--- src/rtl/imu_cf_pkg.sv ---
// ----------------------------------------------------------------------------
// imu_cf_pkg
// Shared widths, sequencer states, register codes, the CORDIC angle table
// and the saturation helper of the attitude filter.
// ----------------------------------------------------------------------------
package imu_cf_pkg;

  localparam int unsigned CORDIC_STEPS = 16;  // range 8 to 32
  localparam int unsigned CordicCntW   = $clog2(CORDIC_STEPS);
  localparam int unsigned MsPerS       = 1000;

  localparam int unsigned SqW    = 32;  // sum of two squares
  localparam int unsigned RadW   = 48;  // radicand, sum shifted by 16
  localparam int unsigned RootW  = 24;
  localparam int unsigned CorW   = 28;  // cordic x and y
  localparam int unsigned YInW   = 25;  // numerator times 256
  localparam int unsigned AngW   = 32;
  localparam int unsigned NumW   = 56;  // divider dividend
  localparam int unsigned DenW   = 26;  // sensitivity times 1000
  localparam int unsigned MulAW  = 18;
  localparam int unsigned MulBW  = 33;
  localparam int unsigned MulPW  = 51;

  localparam logic [1:0] RegSens  = 2'd0;
  localparam logic [1:0] RegGyroW = 2'd1;
  localparam logic [1:0] RegAccW  = 2'd2;

  localparam logic [1:0] AxisRoll  = 2'd0;
  localparam logic [1:0] AxisPitch = 2'd1;
  localparam logic [1:0] AxisYaw   = 2'd2;

  typedef enum logic [3:0] {
    ST_IDLE,
    ST_SQUARE,
    ST_ROOT,
    ST_ROOT_WAIT,
    ST_ROT_WAIT,
    ST_DEN,
    ST_DEN_CAP,
    ST_PROD,
    ST_PROD_CAP,
    ST_DIV_WAIT,
    ST_BL_GYRO,
    ST_BL_TILT,
    ST_BL_SUM,
    ST_DONE
  } state_e;

  // atan(2^-i) in q15.16 degrees
  function automatic logic signed [AngW-1:0] atan_deg(input logic [4:0] idx);
    logic signed [AngW-1:0] v;
    case (idx)
      5'd0:  v = 32'sd2949120;
      5'd1:  v = 32'sd1740967;
      5'd2:  v = 32'sd919879;
      5'd3:  v = 32'sd466945;
      5'd4:  v = 32'sd234379;
      5'd5:  v = 32'sd117304;
      5'd6:  v = 32'sd58666;
      5'd7:  v = 32'sd29335;
      5'd8:  v = 32'sd14668;
      5'd9:  v = 32'sd7334;
      5'd10: v = 32'sd3667;
      5'd11: v = 32'sd1833;
      5'd12: v = 32'sd917;
      5'd13: v = 32'sd458;
      5'd14: v = 32'sd229;
      5'd15: v = 32'sd115;
      5'd16: v = 32'sd57;
      5'd17: v = 32'sd29;
      5'd18: v = 32'sd14;
      5'd19: v = 32'sd7;
      5'd20: v = 32'sd4;
      5'd21: v = 32'sd2;
      5'd22: v = 32'sd1;
      default: v = '0;
    endcase
    return v;
  endfunction

  function automatic logic signed [AngW-1:0] sat32(input logic signed [63:0] v);
    logic signed [AngW-1:0] r;
    if (v > 64'sh0000_0000_7FFF_FFFF) begin
      r = 32'sh7FFF_FFFF;
    end else if (v < -64'sh0000_0000_8000_0000) begin
      r = -32'sh8000_0000;
    end else begin
      r = v[AngW-1:0];
    end
    return r;
  endfunction

endpackage

--- src/rtl/imu_cf_mul.sv ---
// ----------------------------------------------------------------------------
// imu_cf_mul
// Shared signed multiplier with a registered product.
// ----------------------------------------------------------------------------
module imu_cf_mul (
  input  logic                                 clk_i,
  input  logic signed [imu_cf_pkg::MulAW-1:0]  a_i,
  input  logic signed [imu_cf_pkg::MulBW-1:0]  b_i,
  output logic signed [imu_cf_pkg::MulPW-1:0]  p_o
);
  import imu_cf_pkg::*;

  logic signed [MulPW-1:0] p_q;

  always_ff @(posedge clk_i) begin
    p_q <= MulPW'(a_i) * MulPW'(b_i);
  end

  assign p_o = p_q;

endmodule

--- src/rtl/imu_cf_sqrt.sv ---
// ----------------------------------------------------------------------------
// imu_cf_sqrt
// Bit-serial floor square root, one result bit per cycle.
// ----------------------------------------------------------------------------
module imu_cf_sqrt (
  input  logic                               clk_i,
  input  logic                               rst_ni,
  input  logic                               start_i,
  input  logic [imu_cf_pkg::RadW-1:0]        rad_i,
  output logic                               done_o,
  output logic [imu_cf_pkg::RootW-1:0]       root_o
);
  import imu_cf_pkg::*;

  localparam int unsigned RemW = RootW + 3;

  logic             busy_q, done_q;
  logic [4:0]       cnt_q;
  logic [RadW-1:0]  rad_q;
  logic [RemW-1:0]  rem_q;
  logic [RootW-1:0] root_q;
  logic [RemW-1:0]  rem_t, trial;

  assign rem_t = {rem_q[RemW-3:0], rad_q[RadW-1 -: 2]};
  assign trial = {1'b0, root_q, 2'b01};

  always_ff @(posedge clk_i or negedge rst_ni) begin
    if (!rst_ni) begin
      busy_q <= 1'b0;
      done_q <= 1'b0;
      cnt_q  <= '0;
    end else begin
      done_q <= 1'b0;
      if (start_i) begin
        busy_q <= 1'b1;
        cnt_q  <= '0;
      end else if (busy_q) begin
        cnt_q <= cnt_q + 5'd1;
        if (cnt_q == 5'(RootW - 1)) begin
          busy_q <= 1'b0;
          done_q <= 1'b1;
        end
      end
    end
  end

  always_ff @(posedge clk_i) begin
    if (start_i) begin
      rad_q  <= rad_i;
      rem_q  <= '0;
      root_q <= '0;
    end else if (busy_q) begin
      rad_q <= {rad_q[RadW-3:0], 2'b00};
      if (rem_t >= trial) begin
        rem_q  <= rem_t - trial;
        root_q <= {root_q[RootW-2:0], 1'b1};
      end else begin
        rem_q  <= rem_t;
        root_q <= {root_q[RootW-2:0], 1'b0};
      end
    end
  end

  assign done_o = done_q;
  assign root_o = root_q;

endmodule

--- src/rtl/imu_cf_cordic.sv ---
// ----------------------------------------------------------------------------
// imu_cf_cordic
// Vectoring cordic, one rotation per cycle, angle in q15.16 degrees.
// ----------------------------------------------------------------------------
module imu_cf_cordic (
  input  logic                                clk_i,
  input  logic                                rst_ni,
  input  logic                                start_i,
  input  logic [imu_cf_pkg::RootW-1:0]        x_i,
  input  logic signed [imu_cf_pkg::YInW-1:0]  y_i,
  output logic                                done_o,
  output logic signed [imu_cf_pkg::AngW-1:0]  z_o
);
  import imu_cf_pkg::*;

  logic                    busy_q, done_q;
  logic [CordicCntW-1:0]   cnt_q;
  logic signed [CorW-1:0]  x_q, y_q, xs, ys;
  logic signed [AngW-1:0]  z_q, ang;

  assign xs  = x_q >>> cnt_q;
  assign ys  = y_q >>> cnt_q;
  assign ang = atan_deg(5'(cnt_q));

  always_ff @(posedge clk_i or negedge rst_ni) begin
    if (!rst_ni) begin
      busy_q <= 1'b0;
      done_q <= 1'b0;
      cnt_q  <= '0;
    end else begin
      done_q <= 1'b0;
      if (start_i) begin
        busy_q <= 1'b1;
        cnt_q  <= '0;
      end else if (busy_q) begin
        cnt_q <= cnt_q + CordicCntW'(1);
        if (cnt_q == CordicCntW'(CORDIC_STEPS - 1)) begin
          busy_q <= 1'b0;
          done_q <= 1'b1;
        end
      end
    end
  end

  always_ff @(posedge clk_i) begin
    if (start_i) begin
      x_q <= $signed(CorW'(x_i));
      y_q <= CorW'(y_i);
      z_q <= '0;
    end else if (busy_q) begin
      if (!y_q[CorW-1] && (y_q != '0)) begin
        x_q <= x_q + ys;
        y_q <= y_q - xs;
        z_q <= z_q + ang;
      end else if (y_q[CorW-1]) begin
        x_q <= x_q - ys;
        y_q <= y_q + xs;
        z_q <= z_q - ang;
      end
    end
  end

  assign done_o = done_q;
  assign z_o    = z_q;

endmodule

--- src/rtl/imu_cf_div.sv ---
// ----------------------------------------------------------------------------
// imu_cf_div
// Restoring unsigned divider, one quotient bit per cycle.
// ----------------------------------------------------------------------------
module imu_cf_div (
  input  logic                          clk_i,
  input  logic                          rst_ni,
  input  logic                          start_i,
  input  logic [imu_cf_pkg::NumW-1:0]   num_i,
  input  logic [imu_cf_pkg::DenW-1:0]   den_i,
  output logic                          done_o,
  output logic [imu_cf_pkg::NumW-1:0]   quo_o
);
  import imu_cf_pkg::*;

  logic            busy_q, done_q;
  logic [5:0]      cnt_q;
  logic [NumW-1:0] nq_q;
  logic [DenW-1:0] den_q, rem_q;
  logic [DenW:0]   rem_t;

  assign rem_t = {rem_q, nq_q[NumW-1]};

  always_ff @(posedge clk_i or negedge rst_ni) begin
    if (!rst_ni) begin
      busy_q <= 1'b0;
      done_q <= 1'b0;
      cnt_q  <= '0;
    end else begin
      done_q <= 1'b0;
      if (start_i) begin
        busy_q <= 1'b1;
        cnt_q  <= '0;
      end else if (busy_q) begin
        cnt_q <= cnt_q + 6'd1;
        if (cnt_q == 6'(NumW - 1)) begin
          busy_q <= 1'b0;
          done_q <= 1'b1;
        end
      end
    end
  end

  // dividend shifts out at the top while quotient bits shift in below
  always_ff @(posedge clk_i) begin
    if (start_i) begin
      nq_q  <= num_i;
      den_q <= den_i;
      rem_q <= '0;
    end else if (busy_q) begin
      if (rem_t >= {1'b0, den_q}) begin
        rem_q <= DenW'(rem_t - {1'b0, den_q});
        nq_q  <= {nq_q[NumW-2:0], 1'b1};
      end else begin
        rem_q <= rem_t[DenW-1:0];
        nq_q  <= {nq_q[NumW-2:0], 1'b0};
      end
    end
  end

  assign done_o = done_q;
  assign quo_o  = nq_q;

endmodule

--- src/rtl/imu_complementary_attitude_filter_core.sv ---
// ----------------------------------------------------------------------------
// imu_complementary_attitude_filter_core
// Complementary roll, pitch and yaw filter for one six-axis imu sample per
// item, built around a shared multiplier, square root, cordic and divider.
// ----------------------------------------------------------------------------
// usage
//   input channel (in_valid_i / in_ready_o) takes one sample item: three
//   accelerometer axes, three gyro rates and the milliseconds since the
//   previous sample. output channel (out_valid_o / out_ready_i) returns one
//   item with roll, pitch and yaw in signed q15.16 degrees.
//   an item's time is set mostly by the three bit-serial 56-bit divisions
//   (one per gyro axis); a tilt whose root is zero skips the square root
//   and cordic. one item is worked on at a time, and in_ready_o is high
//   only while the sequencer is idle.
//   the result sits in an output register; a stalled receiver holds the
//   sequencer in its final state until that register is free, so nothing
//   is lost. the next item may be taken while a result waits.
//   reset clears the kept angles and loads the default sensitivity (131 lsb per
//   deg/s) and weights (0.96 gyro, 0.04 accel). the user must write the apb
//   port only while idle; the block does not enforce it. pready is always high.
// ----------------------------------------------------------------------------
module imu_complementary_attitude_filter_core (
  input  logic                                clk_i,
  input  logic                                rst_ni,
  // apb configuration
  input  logic                                psel,
  input  logic                                penable,
  input  logic                                pwrite,
  input  logic [3:0]                          paddr,
  input  logic [31:0]                         pwdata,
  output logic [31:0]                         prdata,
  output logic                                pready,
  // sample items
  input  logic                                in_valid_i,
  output logic                                in_ready_o,
  input  logic signed [15:0]                  accel_x_i,
  input  logic signed [15:0]                  accel_y_i,
  input  logic signed [15:0]                  accel_z_i,
  input  logic signed [15:0]                  rate_x_i,
  input  logic signed [15:0]                  rate_y_i,
  input  logic signed [15:0]                  rate_z_i,
  input  logic [15:0]                         elapsed_ms_i,
  // result items
  output logic                                out_valid_o,
  input  logic                                out_ready_i,
  output logic signed [imu_cf_pkg::AngW-1:0]  roll_deg_o,
  output logic signed [imu_cf_pkg::AngW-1:0]  pitch_deg_o,
  output logic signed [imu_cf_pkg::AngW-1:0]  yaw_deg_o
);
  import imu_cf_pkg::*;

  state_e state_q, state_d;

  // configuration registers
  logic [15:0] sens_q, gyro_w_q, acc_w_q;

  // captured sample
  logic signed [15:0] ax_q, ay_q, az_q, gx_q, gy_q, gz_q;
  logic [15:0]        ms_q;

  // sequencer bookkeeping
  logic [1:0] axis_q, cnt_q;

  // working values
  logic [SqW-1:0]          sq_x_q, sq_y_q, sq_z_q;
  logic signed [AngW-1:0]  tilt_roll_q, tilt_pitch_q;
  logic [DenW-1:0]         den_q;
  logic signed [AngW-1:0]  g_roll_q, g_pitch_q;
  logic signed [MulPW-1:0] acc_q;

  // kept angles
  logic signed [AngW-1:0]  roll_q, pitch_q, yaw_q;

  // output register
  logic                    out_valid_q;
  logic signed [AngW-1:0]  out_roll_q, out_pitch_q, out_yaw_q;

  // shared units
  logic signed [MulAW-1:0] mul_a;
  logic signed [MulBW-1:0] mul_b;
  logic signed [MulPW-1:0] mul_p;
  logic                    sqrt_start, sqrt_done;
  logic [RootW-1:0]        root;
  logic                    cor_start, cor_done;
  logic signed [YInW-1:0]  cor_y;
  logic signed [AngW-1:0]  cor_z;
  logic                    div_start, div_done;
  logic [NumW-1:0]         div_num, div_quo;

  // combinational helpers
  logic [SqW-1:0]          root_sum;
  logic signed [16:0]      tilt_num;
  logic signed [15:0]      rate_sel;
  logic                    rate_neg;
  logic [16:0]             rate_mag;
  logic signed [AngW-1:0]  angle_sel, g_sel, tilt_sel;
  logic signed [NumW:0]    delta;
  logic signed [NumW+1:0]  gyro_sum;
  logic signed [AngW-1:0]  gyro_sat;
  logic signed [MulPW:0]   blend_sum;
  logic signed [AngW-1:0]  blend_sat;
  logic                    out_free;
  logic                    cfg_wr;

  // --------------------------------------------------------------------------
  // configuration port
  // --------------------------------------------------------------------------
  assign pready = 1'b1;
  assign cfg_wr = psel & penable & pwrite;

  always_ff @(posedge clk_i or negedge rst_ni) begin
    if (!rst_ni) begin
      sens_q   <= 16'd33536;
      gyro_w_q <= 16'd62915;
      acc_w_q  <= 16'd2621;
    end else if (cfg_wr) begin
      case (paddr[3:2])
        RegSens:  sens_q   <= pwdata[15:0];
        RegGyroW: gyro_w_q <= pwdata[15:0];
        RegAccW:  acc_w_q  <= pwdata[15:0];
        default:  ;
      endcase
    end
  end

  always_comb begin
    case (paddr[3:2])
      RegSens:  prdata = {16'd0, sens_q};
      RegGyroW: prdata = {16'd0, gyro_w_q};
      RegAccW:  prdata = {16'd0, acc_w_q};
      default:  prdata = '0;
    endcase
  end

  // --------------------------------------------------------------------------
  // shared units
  // --------------------------------------------------------------------------
  imu_cf_mul u_mul (
    .clk_i (clk_i),
    .a_i   (mul_a),
    .b_i   (mul_b),
    .p_o   (mul_p)
  );

  imu_cf_sqrt u_sqrt (
    .clk_i   (clk_i),
    .rst_ni  (rst_ni),
    .start_i (sqrt_start),
    .rad_i   ({root_sum, 16'd0}),
    .done_o  (sqrt_done),
    .root_o  (root)
  );

  imu_cf_cordic u_cordic (
    .clk_i   (clk_i),
    .rst_ni  (rst_ni),
    .start_i (cor_start),
    .x_i     (root),
    .y_i     (cor_y),
    .done_o  (cor_done),
    .z_o     (cor_z)
  );

  imu_cf_div u_div (
    .clk_i   (clk_i),
    .rst_ni  (rst_ni),
    .start_i (div_start),
    .num_i   (div_num),
    .den_i   (den_q),
    .done_o  (div_done),
    .quo_o   (div_quo)
  );

  // --------------------------------------------------------------------------
  // per-axis selection
  // --------------------------------------------------------------------------
  // roll tilt uses ay over sqrt(ax^2+az^2), pitch uses -ax over sqrt(ay^2+az^2)
  assign root_sum = (axis_q == AxisRoll) ? (sq_x_q + sq_z_q) : (sq_y_q + sq_z_q);
  assign tilt_num = (axis_q == AxisRoll) ? 17'(ay_q) : -17'(ax_q);
  assign cor_y    = {tilt_num, 8'd0};

  always_comb begin
    case (axis_q)
      AxisRoll:  begin rate_sel = gx_q; angle_sel = roll_q;  end
      AxisPitch: begin rate_sel = gy_q; angle_sel = pitch_q; end
      default:   begin rate_sel = gz_q; angle_sel = yaw_q;   end
    endcase
  end

  assign rate_neg = rate_sel[15];
  assign rate_mag = rate_neg ? 17'(-17'(rate_sel)) : 17'(rate_sel);

  // dividend is |rate|*ms*2^24 plus half the divisor for rounding
  assign div_num = {mul_p[31:0], 24'd0} + NumW'(den_q >> 1);

  assign delta    = rate_neg ? -$signed({1'b0, div_quo}) : $signed({1'b0, div_quo});
  assign gyro_sum = (NumW+2)'(angle_sel) + (NumW+2)'(delta);
  assign gyro_sat = sat32(64'(gyro_sum));

  assign g_sel    = (axis_q == AxisRoll) ? g_roll_q : g_pitch_q;
  assign tilt_sel = (axis_q == AxisRoll) ? tilt_roll_q : tilt_pitch_q;

  // weighted sum, round half up, drop 16 fraction bits
  assign blend_sum = (MulPW+1)'(acc_q) + (MulPW+1)'(mul_p) + (MulPW+1)'(32768);
  assign blend_sat = sat32(64'(blend_sum >>> 16));

  assign out_free = !out_valid_q || out_ready_i;

  // --------------------------------------------------------------------------
  // sequencer: next state
  // --------------------------------------------------------------------------
  always_comb begin
    state_d = state_q;
    case (state_q)
      ST_IDLE:      if (in_valid_i) state_d = ST_SQUARE;
      ST_SQUARE:    if (cnt_q == 2'd3) state_d = ST_ROOT;
      ST_ROOT: begin
        if (root_sum != '0) begin
          state_d = ST_ROOT_WAIT;
        end else if (axis_q == AxisPitch) begin
          state_d = ST_DEN;
        end
      end
      ST_ROOT_WAIT: if (sqrt_done) state_d = ST_ROT_WAIT;
      ST_ROT_WAIT: begin
        if (cor_done) state_d = (axis_q == AxisPitch) ? ST_DEN : ST_ROOT;
      end
      ST_DEN:       state_d = ST_DEN_CAP;
      ST_DEN_CAP:   state_d = ST_PROD;
      ST_PROD:      state_d = ST_PROD_CAP;
      ST_PROD_CAP:  state_d = ST_DIV_WAIT;
      ST_DIV_WAIT: begin
        if (div_done) state_d = (axis_q == AxisYaw) ? ST_BL_GYRO : ST_PROD;
      end
      ST_BL_GYRO:   state_d = ST_BL_TILT;
      ST_BL_TILT:   state_d = ST_BL_SUM;
      ST_BL_SUM:    state_d = (axis_q == AxisPitch) ? ST_DONE : ST_BL_GYRO;
      ST_DONE:      if (out_free) state_d = ST_IDLE;
      default:      state_d = ST_IDLE;
    endcase
  end

  // --------------------------------------------------------------------------
  // sequencer: unit controls
  // --------------------------------------------------------------------------
  always_comb begin
    in_ready_o = 1'b0;
    sqrt_start = 1'b0;
    cor_start  = 1'b0;
    div_start  = 1'b0;
    mul_a      = '0;
    mul_b      = '0;
    case (state_q)
      ST_IDLE:  in_ready_o = 1'b1;
      ST_SQUARE: begin
        case (cnt_q)
          2'd0:    begin mul_a = MulAW'(ax_q); mul_b = MulBW'(ax_q); end
          2'd1:    begin mul_a = MulAW'(ay_q); mul_b = MulBW'(ay_q); end
          default: begin mul_a = MulAW'(az_q); mul_b = MulBW'(az_q); end
        endcase
      end
      ST_ROOT:      sqrt_start = (root_sum != '0);
      ST_ROOT_WAIT: cor_start  = sqrt_done;
      ST_DEN: begin
        // zero sensitivity acts as one
        mul_a = $signed({2'b00, (sens_q == '0) ? 16'd1 : sens_q});
        mul_b = MulBW'(MsPerS);
      end
      ST_PROD: begin
        mul_a = $signed({1'b0, rate_mag});
        mul_b = $signed({17'd0, ms_q});
      end
      ST_PROD_CAP:  div_start = 1'b1;
      ST_BL_GYRO: begin
        mul_a = $signed({2'b00, gyro_w_q});
        mul_b = MulBW'(g_sel);
      end
      ST_BL_TILT: begin
        mul_a = $signed({2'b00, acc_w_q});
        mul_b = MulBW'(tilt_sel);
      end
      default: ;
    endcase
  end

  // --------------------------------------------------------------------------
  // control registers
  // --------------------------------------------------------------------------
  always_ff @(posedge clk_i or negedge rst_ni) begin
    if (!rst_ni) begin
      state_q     <= ST_IDLE;
      axis_q      <= AxisRoll;
      cnt_q       <= '0;
      roll_q      <= '0;
      pitch_q     <= '0;
      yaw_q       <= '0;
      out_valid_q <= 1'b0;
    end else begin
      state_q <= state_d;
      case (state_q)
        ST_IDLE: begin
          cnt_q  <= '0;
          axis_q <= AxisRoll;
        end
        ST_SQUARE: cnt_q <= cnt_q + 2'd1;
        ST_ROOT: begin
          if ((root_sum == '0) && (axis_q == AxisRoll)) axis_q <= AxisPitch;
        end
        ST_ROT_WAIT: begin
          if (cor_done && (axis_q == AxisRoll)) axis_q <= AxisPitch;
        end
        ST_DEN_CAP: axis_q <= AxisRoll;
        ST_DIV_WAIT: begin
          if (div_done) begin
            if (axis_q == AxisYaw) begin
              yaw_q  <= gyro_sat;
              axis_q <= AxisRoll;
            end else begin
              axis_q <= axis_q + 2'd1;
            end
          end
        end
        ST_BL_SUM: begin
          if (axis_q == AxisRoll) begin
            roll_q <= blend_sat;
            axis_q <= AxisPitch;
          end else begin
            pitch_q <= blend_sat;
          end
        end
        default: ;
      endcase
      if ((state_q == ST_DONE) && out_free) begin
        out_valid_q <= 1'b1;
      end else if (out_ready_i) begin
        out_valid_q <= 1'b0;
      end
    end
  end

  // --------------------------------------------------------------------------
  // working registers
  // --------------------------------------------------------------------------
  always_ff @(posedge clk_i) begin
    case (state_q)
      ST_IDLE: begin
        if (in_valid_i) begin
          ax_q <= accel_x_i;
          ay_q <= accel_y_i;
          az_q <= accel_z_i;
          gx_q <= rate_x_i;
          gy_q <= rate_y_i;
          gz_q <= rate_z_i;
          ms_q <= elapsed_ms_i;
        end
      end
      ST_SQUARE: begin
        case (cnt_q)
          2'd1:    sq_x_q <= mul_p[SqW-1:0];
          2'd2:    sq_y_q <= mul_p[SqW-1:0];
          2'd3:    sq_z_q <= mul_p[SqW-1:0];
          default: ;
        endcase
      end
      ST_ROOT: begin
        // both squares zero gives a level tilt
        if (root_sum == '0) begin
          if (axis_q == AxisRoll) tilt_roll_q <= '0;
          else                    tilt_pitch_q <= '0;
        end
      end
      ST_ROT_WAIT: begin
        if (cor_done) begin
          if (axis_q == AxisRoll) tilt_roll_q <= cor_z;
          else                    tilt_pitch_q <= cor_z;
        end
      end
      ST_DEN_CAP: den_q <= mul_p[DenW-1:0];
      ST_DIV_WAIT: begin
        if (div_done) begin
          if (axis_q == AxisRoll)       g_roll_q  <= gyro_sat;
          else if (axis_q == AxisPitch) g_pitch_q <= gyro_sat;
        end
      end
      ST_BL_TILT: acc_q <= mul_p;
      ST_DONE: begin
        if (out_free) begin
          out_roll_q  <= roll_q;
          out_pitch_q <= pitch_q;
          out_yaw_q   <= yaw_q;
        end
      end
      default: ;
    endcase
  end

  assign out_valid_o = out_valid_q;
  assign roll_deg_o  = out_roll_q;
  assign pitch_deg_o = out_pitch_q;
  assign yaw_deg_o   = out_yaw_q;

endmodule

--- config.mk ---
export PLATFORM = sky130hd
export DESIGN_NAME = imu_complementary_attitude_filter_core
export DESIGN_NICKNAME = d
export VERILOG_FILES = /design/src/rtl/imu_cf_pkg.sv /design/src/rtl/imu_cf_mul.sv /design/src/rtl/imu_cf_sqrt.sv /design/src/rtl/imu_cf_cordic.sv /design/src/rtl/imu_cf_div.sv /design/src/rtl/imu_complementary_attitude_filter_core.sv
export SDC_FILE = /design/constraint.sdc
export NUM_CORES = 2
export LEC_CHECK = 0
export BUFFER_PORTS_ARGS = -buffer_cell sky130_fd_sc_hd__buf_2
export CORE_MARGIN = 2
export CORE_UTILIZATION = 28
export DETAILED_ROUTE_END_ITERATION = 8
export PLACE_DENSITY = 0.51
export SLEW_MARGIN = 0
export SYNTH_ARGS = -nofsm -noshare
export SYNTH_HDL_FRONTEND = slang
export SYNTH_HIERARCHICAL = 1
export SYNTH_SLANG_ARGS = --single-unit
--- constraint.sdc ---
create_clock -name clk_i -period 10.4 [get_ports clk_i]
set_clock_uncertainty 0.15 [all_clocks]
set_input_delay 2.08 -clock clk_i [delete_from_list [all_inputs] [get_ports clk_i]]
set_output_delay 2.08 -clock clk_i [all_outputs]
set_load 0.02 [all_outputs]
; Word-level counts from Yosys, hierarchy flattened
; Memories as Yosys holds them, arrays and structs flattened.
; Index checks and enable logic that the tools add are counted.
[classes]
shifts = 2
multipliers = 1
n_lt_le_gt_ge = 6
n_addsub = 22
reduce_logical = 44
n_bitwise = 3
mux = 95
eq_ne = 38
[ops]
columns = op, n
row1 = $mux W32, 17
row2 = $pmux W32 S2, 3
row3 = $mux W28, 6
row4 = $pmux W33 S5, 1
row5 = $mux W56, 2
row6 = $add A32 B32 Y32, 3
row7 = $mux W48, 2
row8 = $pmux W18 S5, 1
row9 = $pmux W33 S2, 1
row10 = $add A32 B57 Y58, 1
row11 = $gt A58 B32 Y1 const B, 1
row12 = $lt A58 B32 Y1 const B, 1
row13 = $mux W57, 1
row14 = $neg A56 Y57, 1
row15 = $add A28 B28 Y28, 2
row16 = $add A56 B25 Y56, 1
row17 = $pmux W4 S14, 1
row18 = $sshr A28 B4 Y28, 2
row19 = $sub A28 B28 Y28, 2
row20 = $ge A27 B26 Y1, 2
row21 = $add A51 B51 Y52, 1
row22 = $add A52 B17 Y52 const B, 1
row23 = $mul A18 B33 Y51, 1
row24 = $mux W24, 2
row25 = 56 further kinds, 155
[totals]
in_bits = 155
mem_count = 1
elab_cells = 263
ff_bits = 1011
romBits = 352
output_inout_bits = 131
[memory_table]
columns = memory, depth, width, rd, rd_clocked_by_memory_dff, wr, line_no
row1 = (name not given), 16, 22, 1, 0, 0, imu_cf_pkg.sv:52  ; case (idx)

; Depth between registers and ports, before layout
[depth]
word_depth = 7
ltp_mapped = 35
mapped_depth_nobuf = 32

; Modules after synthesis
; The synthesis kept the hierarchy.
[by_module_without_submodules]
columns = module, seq_area_each_um2, n_inst, area_each_um2, cells_per_inst
row1 = imu_complementary_attitude_filter_core, 19138.4, 1, 36606.4, 3395
row2 = imu_cf_mul, 1021.0, 1, 21745.9, 2431
row3 = imu_cf_cordic, 2432.3, 1, 13723.2, 1791
row4 = imu_cf_div, 3183.1, 1, 6234.7, 532
row5 = imu_cf_sqrt, 2597.5, 1, 5969.5, 588

; Least setup slack after synthesis
; No wires, ideal clock.
[synth_timing]
kind = input-to-reg
from = input out_ready_i
to = register out_pitch_q[0] (netlist: pitch_deg_o[0]) (enable)
setup_ps = 669
path_buffers = 0
path_stages = 2
required_time_ps = 9581
slack_ps = 926
arrival_ps = 8655
cell_sequence = nor2b_1 nor3_1
[synth_between]
elab_chain_len = 2
[synth_lines]
columns = element, line_no
row1 = start: declaration, imu_complementary_attitude_filter_core.sv:45  ; input logic out_ready_i,
row2 = $logic_or A1 B1 Y1, imu_complementary_attitude_filter_core.sv:207  ; assign out_free = !out_valid_q || out_ready_i;
row3 = $reduce_and A2 Y1 (no source line), n/a
row4 = end signal: assignment, imu_complementary_attitude_filter_core.sv:389  ; out_pitch_q <= pitch_q;
row5 = end: declaration, imu_complementary_attitude_filter_core.sv:76  ; logic signed [AngW-1:0] out_roll_q, out_pitch_q, out_yaw_q;
; No other way between the ends.
; A chain may end at the register's enable or synchronous reset.

; Worst setup path after layout
[layout_timing]
from = register state_q[3]
to = register u_mul.p_q[45] (netlist: u_mul/p_o[45])
[layout_between]
elab_chain_len = 3
word_cells_on_any_way = 8
cone_classes = mul (1) / eq/ne (5) / mux (2)
[layout_lines]
columns = element, line_no
row1 = start: declaration, imu_complementary_attitude_filter_core.sv:52  ; state_e state_q, state_d;
row2 = start signal: assignment, imu_complementary_attitude_filter_core.sv:299  ; state_q <= state_d;
row3 = "$eq A4 B4 Y1, or another cell as far along", imu_complementary_attitude_filter_core.sv:253  ; case (state_q)
row4 = $pmux W33 S5 *, imu_complementary_attitude_filter_core.sv:253
row5 = net mul_b[26], imu_complementary_attitude_filter_core.sv:80  ; logic signed [MulBW-1:0] mul_b;
row6 = $mul A18 B33 Y51 *, imu_cf_mul.sv:16  ; p_q <= MulPW'(a_i) * MulPW'(b_i);
row7 = end signal: assignment, imu_cf_mul.sv:16
row8 = end: declaration, imu_cf_mul.sv:13  ; logic signed [MulPW-1:0] p_q;
; The timed path passes the listed nets; every way through them passes the cells marked *.

==> results.yml <==
yosys:
  synthMuxAreaShare_pct: 5.42
  synth_top_family_by_area: "adder cells"
  synth_area_sq_um: 84300
  synth_warnings: 6
  synth_compound_area_share_pct: 14.8
  async_flop_share_pct: 16.9
  netlist_instances: 8737
  synth-xor-area-share_pct: 4.47
  synth_cell_types: 142
  ys.flop_type: "edfxtp_1"
  synth_edf_count: 691
  avgSynthCellArea_sq_um: 9.65
  yosys.area_share.simple_pct: 14.3
  ys_seq_elements: 1027
  yosysSeqAreaShare_pct: 33.7
  synthAdderAreaFrac_pct: 21.1
timing:
  timing.hold.ws_ns: 0.286
  rsz0062_at_grt: "false"
  max_freq_ghz: 0.105
  maxSlewHeadroom_pct: 22.7
  setup_viol: 0
  hold_violations: 0
  worst_pin_slew_ns: 1.16
  drv_slew: 0
  post-route-period-util_pct: 91.6
  tns_ns: 0
  layout_min_cycle_time_ns: 9.52
layout:
  register_area_sq_um: 28400
  finalNetCount: 10100
  drive_gt1_share_pct: 11.5
  multi_input_area_sq_um: 51000
  area_growth_pct: 12.2
  stdcell_count: 12900
  fillers: 31000
clock_network:
  cts_setup_buffers: 0
  cts_tree: "built"
  numCtsBuffers: 125
  cts_buffer_depth: 4
  cts.hold.buffers_added: 0
  cts_resized: 0
  cts_root_buffer: "clkbuf_16"
  h-tree-depth: 3
  cts.sinks: 1027
  clk_latency_ns: 0.88
  clk_pin_slew_worst_paths_ns: 0.06
detailed_routing:
  firstDrtPassIters: 6
  vias: 65600
  drc: 0
  routed_via_density: 5.07
  drt_iter0_drc: 5617
  drt_wl_total_um: 280000
  wl_per_cell_um: 21.6
  ant_nets: 0
critical_path:
  r2r_slack_ns: 0.88
  worst_r2r_endpoint: "u_mul/p_o[45]"
  reg2reg_depth: 27
  worst_ep_required_time_ns: 11.00
  worst-path-max-fanout: 59
  r2r-start: "state_q[3]"
  worstSetupPathType: "reg2reg"
  arrival_ns: 10.12
  crit_path_start_kind: "register"
  cp-end-kind: "register"
floorplan:
  core_sq_um: 300000
  pin_count: 286
  die_y_um: 553
  num_rows: 201
  die_area_sq_um: 305000
  initial_core_util_pct: 28.1
  fp.dieW_um: 553
placement:
  place_hpwl_um: 215000
  placedCellCount: 12700
  place.gp.congestion: 0.927
  port_buffers: 250
grt:
  track_usage_pct: 17.9
  grt_max_degree: 117
  grt_pass1_wl_um: 421000
  overflow: 0
  grt_pass1_vias: 66200
  antenna_found_initial: 18
hold_path:
  holdPathEnd: "u_div/den_q[0]"
  hold_depth: 0
  hold_start: "den_q[0]"
  hold_class: "reg2reg"
flow_run:
  cap_violations: 0
outcome:
  status: "complete, no violations"
critical path, stage by stage, from the launching register on:
cell and delay (ns):
dfrtp_1 0.61, nor2b_1 0.37, nand3_1 0.43, inv_4 0.64
buf_4 0.72, a221oi_1 0.22, o21ai_1 0.17, buf_4 0.35
nand2_1 0.13, fa_1 0.51, inv_1 0.06, fa_1 0.54
inv_1 0.07, fa_1 0.51, inv_1 0.05, fa_1 0.46
fa_1 0.54, inv_1 0.05, fa_1 0.58, inv_1 0.06
ha_1 0.41, nand2_1 0.17, nor2_1 0.32, o211ai_1 0.16
a31oi_2 0.29, o221ai_2 0.27, o211a_1 0.29, a311oi_1 0.23
worst max-delay path by stage:
stage	start	to	slack (ns)	cells past startpoint
after floorplan	out_ready_i	pitch_deg_o[0]	0.93	2
after global placement	state_q[3]	u_mul/p_o[45]	1.05	27
after detailed placement	state_q[3]	u_mul/p_o[45]	0.98	27
after CTS	state_q[3]	u_mul/p_o[45]	0.91	27
after global routing	state_q[3]	u_mul/p_o[45]	0.29	27
final	state_q[3]	u_mul/p_o[45]	0.88	27
flip-flops by register name (all words and copies together) (netlist names), 26 cells and up:
name / count
tilt_pitch_q: 32
yaw_deg_o: 32
pitch_q: 32
roll_deg_o: 32
g_roll_q: 32
sq_y_q: 32
pitch_deg_o: 32
roll_q: 32
u_cordic/x_q: 28
sq_z_q: 32
g_pitch_q: 32
u_div/quo_o: 56
u_sqrt/rad_q: 48
tilt_roll_q: 32
yaw_q: 32
sq_x_q: 32
u_cordic/z_o: 32
acc_q: 51
u_mul/p_o: 51
u_div/den_q: 26
u_cordic/y_q: 28
den_q: 26
u_div/rem_q: 26
layout by cell type, fill, tap and decap left out, types with 35 or more instances in the layout:
cell type and count:
nand2_1 1063, inv_1 849, edfxtp_1 691, fa_1 576, a21oi_1 556, nor2_1 514
ha_1 503, o21ai_0 388, and2_1 266, xnor2_1 265, buf_2 249, mux2i_1 185
mux2_2 184, buf_4 182, xor2_1 165, a21o_1 162, dfxtp_1 162, dfrtp_1 147
clkbuf_16 128, nand3_1 120, nor3_1 97, nand4_1 91, and3_1 89, o21ai_1 75
a221oi_1 73, a211oi_1 73, o21a_1 64, o21bai_1 55, nand2b_1 53, o211ai_1 51
nor2b_1 50, nor4_1 49, a31oi_1 49, o31ai_1 45, conb_1 41, a22oi_1 35
layer usage:
metal | global-route usage [%] | vias up | share of wire (%)
met4 | 6.67 | 10 | 3.9
met5 | 0 | - | 0.022
met1 | 24.2 | 32700 | 45
met3 | 2.65 | 372 | 5.6
li1 | - | 30600 | -
met2 | 28.9 | 1925 | 46
logic make-up after synthesis:
family | count (synthesis)
AND/OR/NAND/NOR | 2560
AO/OA/AOI/OAI | 1914
buffers and inverters | 1326
adder cells (fa/ha/maj) | 1079
flip-flops | 1027
XOR/XNOR | 430
multiplexers | 399
other | 2
cell usage after synthesis (all sizes together) (14+ instances only):
cell type / n / share of area (%)
a2111oi: 14 / 0.20
a211oi: 79 / 0.74
a21boi: 15 / 0.13
a21o: 165 / 1.5
a21oi: 567 / 3.4
a221oi: 75 / 0.79
a22oi: 36 / 0.33
a311oi: 33 / 0.35
a31oi: 53 / 0.43
and2: 266 / 2.0
and3: 93 / 0.70
buf: 127 / 0.88
clkbuf: 344 / 1.6
dfrtp: 154 / 4.6
dfstp: 20 / 0.62
dfxtp: 162 / 3.8
edfxtp: 691 / 25
fa: 576 / 14
ha: 503 / 7.5
inv: 853 / 3.8
mux2: 188 / 2.5
mux2i: 186 / 2.2
mux4: 25 / 0.68
nand2: 1064 / 4.7
nand2b: 54 / 0.40
nand3: 121 / 0.73
nand4: 92 / 0.69
nor2: 525 / 2.3
nor2b: 53 / 0.40
nor3: 106 / 0.66
nor4: 53 / 0.43
o211ai: 55 / 0.52
o21a: 65 / 0.58
o21ai: 480 / 2.9
o21bai: 56 / 0.50
o22ai: 16 / 0.12
o31ai: 47 / 0.44
or2: 24 / 0.18
or3: 36 / 0.29
or4: 16 / 0.15
xnor2: 265 / 2.8
xor2: 165 / 1.7
final cells by class:
cell class                      count  area share (%)
Clock buffer                      148            3.50
Sequential cell                  1027            30.0
Multi-Input combinational cell   6423            53.9
Antenna cell                        2         0.00529
Clock inverter                     83            1.05
Inverter                          855            3.40
Tap cell                         3958            5.24
Timing Repair Buffer              437            2.88
metrics by stage:
stage / instance area, sq um / setup WS, ns / util, %
finish: 94600 / 0.878 / 31.5
detailed placement: 90300 / 0.979 / 30.1
CTS: 94600 / 0.910 / 31.5
floorplan: 84400 / 0.926 / -
global placement: 90300 / 1.05 / 30.1
global route: 94600 / 0.286 / 31.5
Power is not shown: default switching activity piles up to over one toggle a cycle in this logic, so the estimate is an artifact.
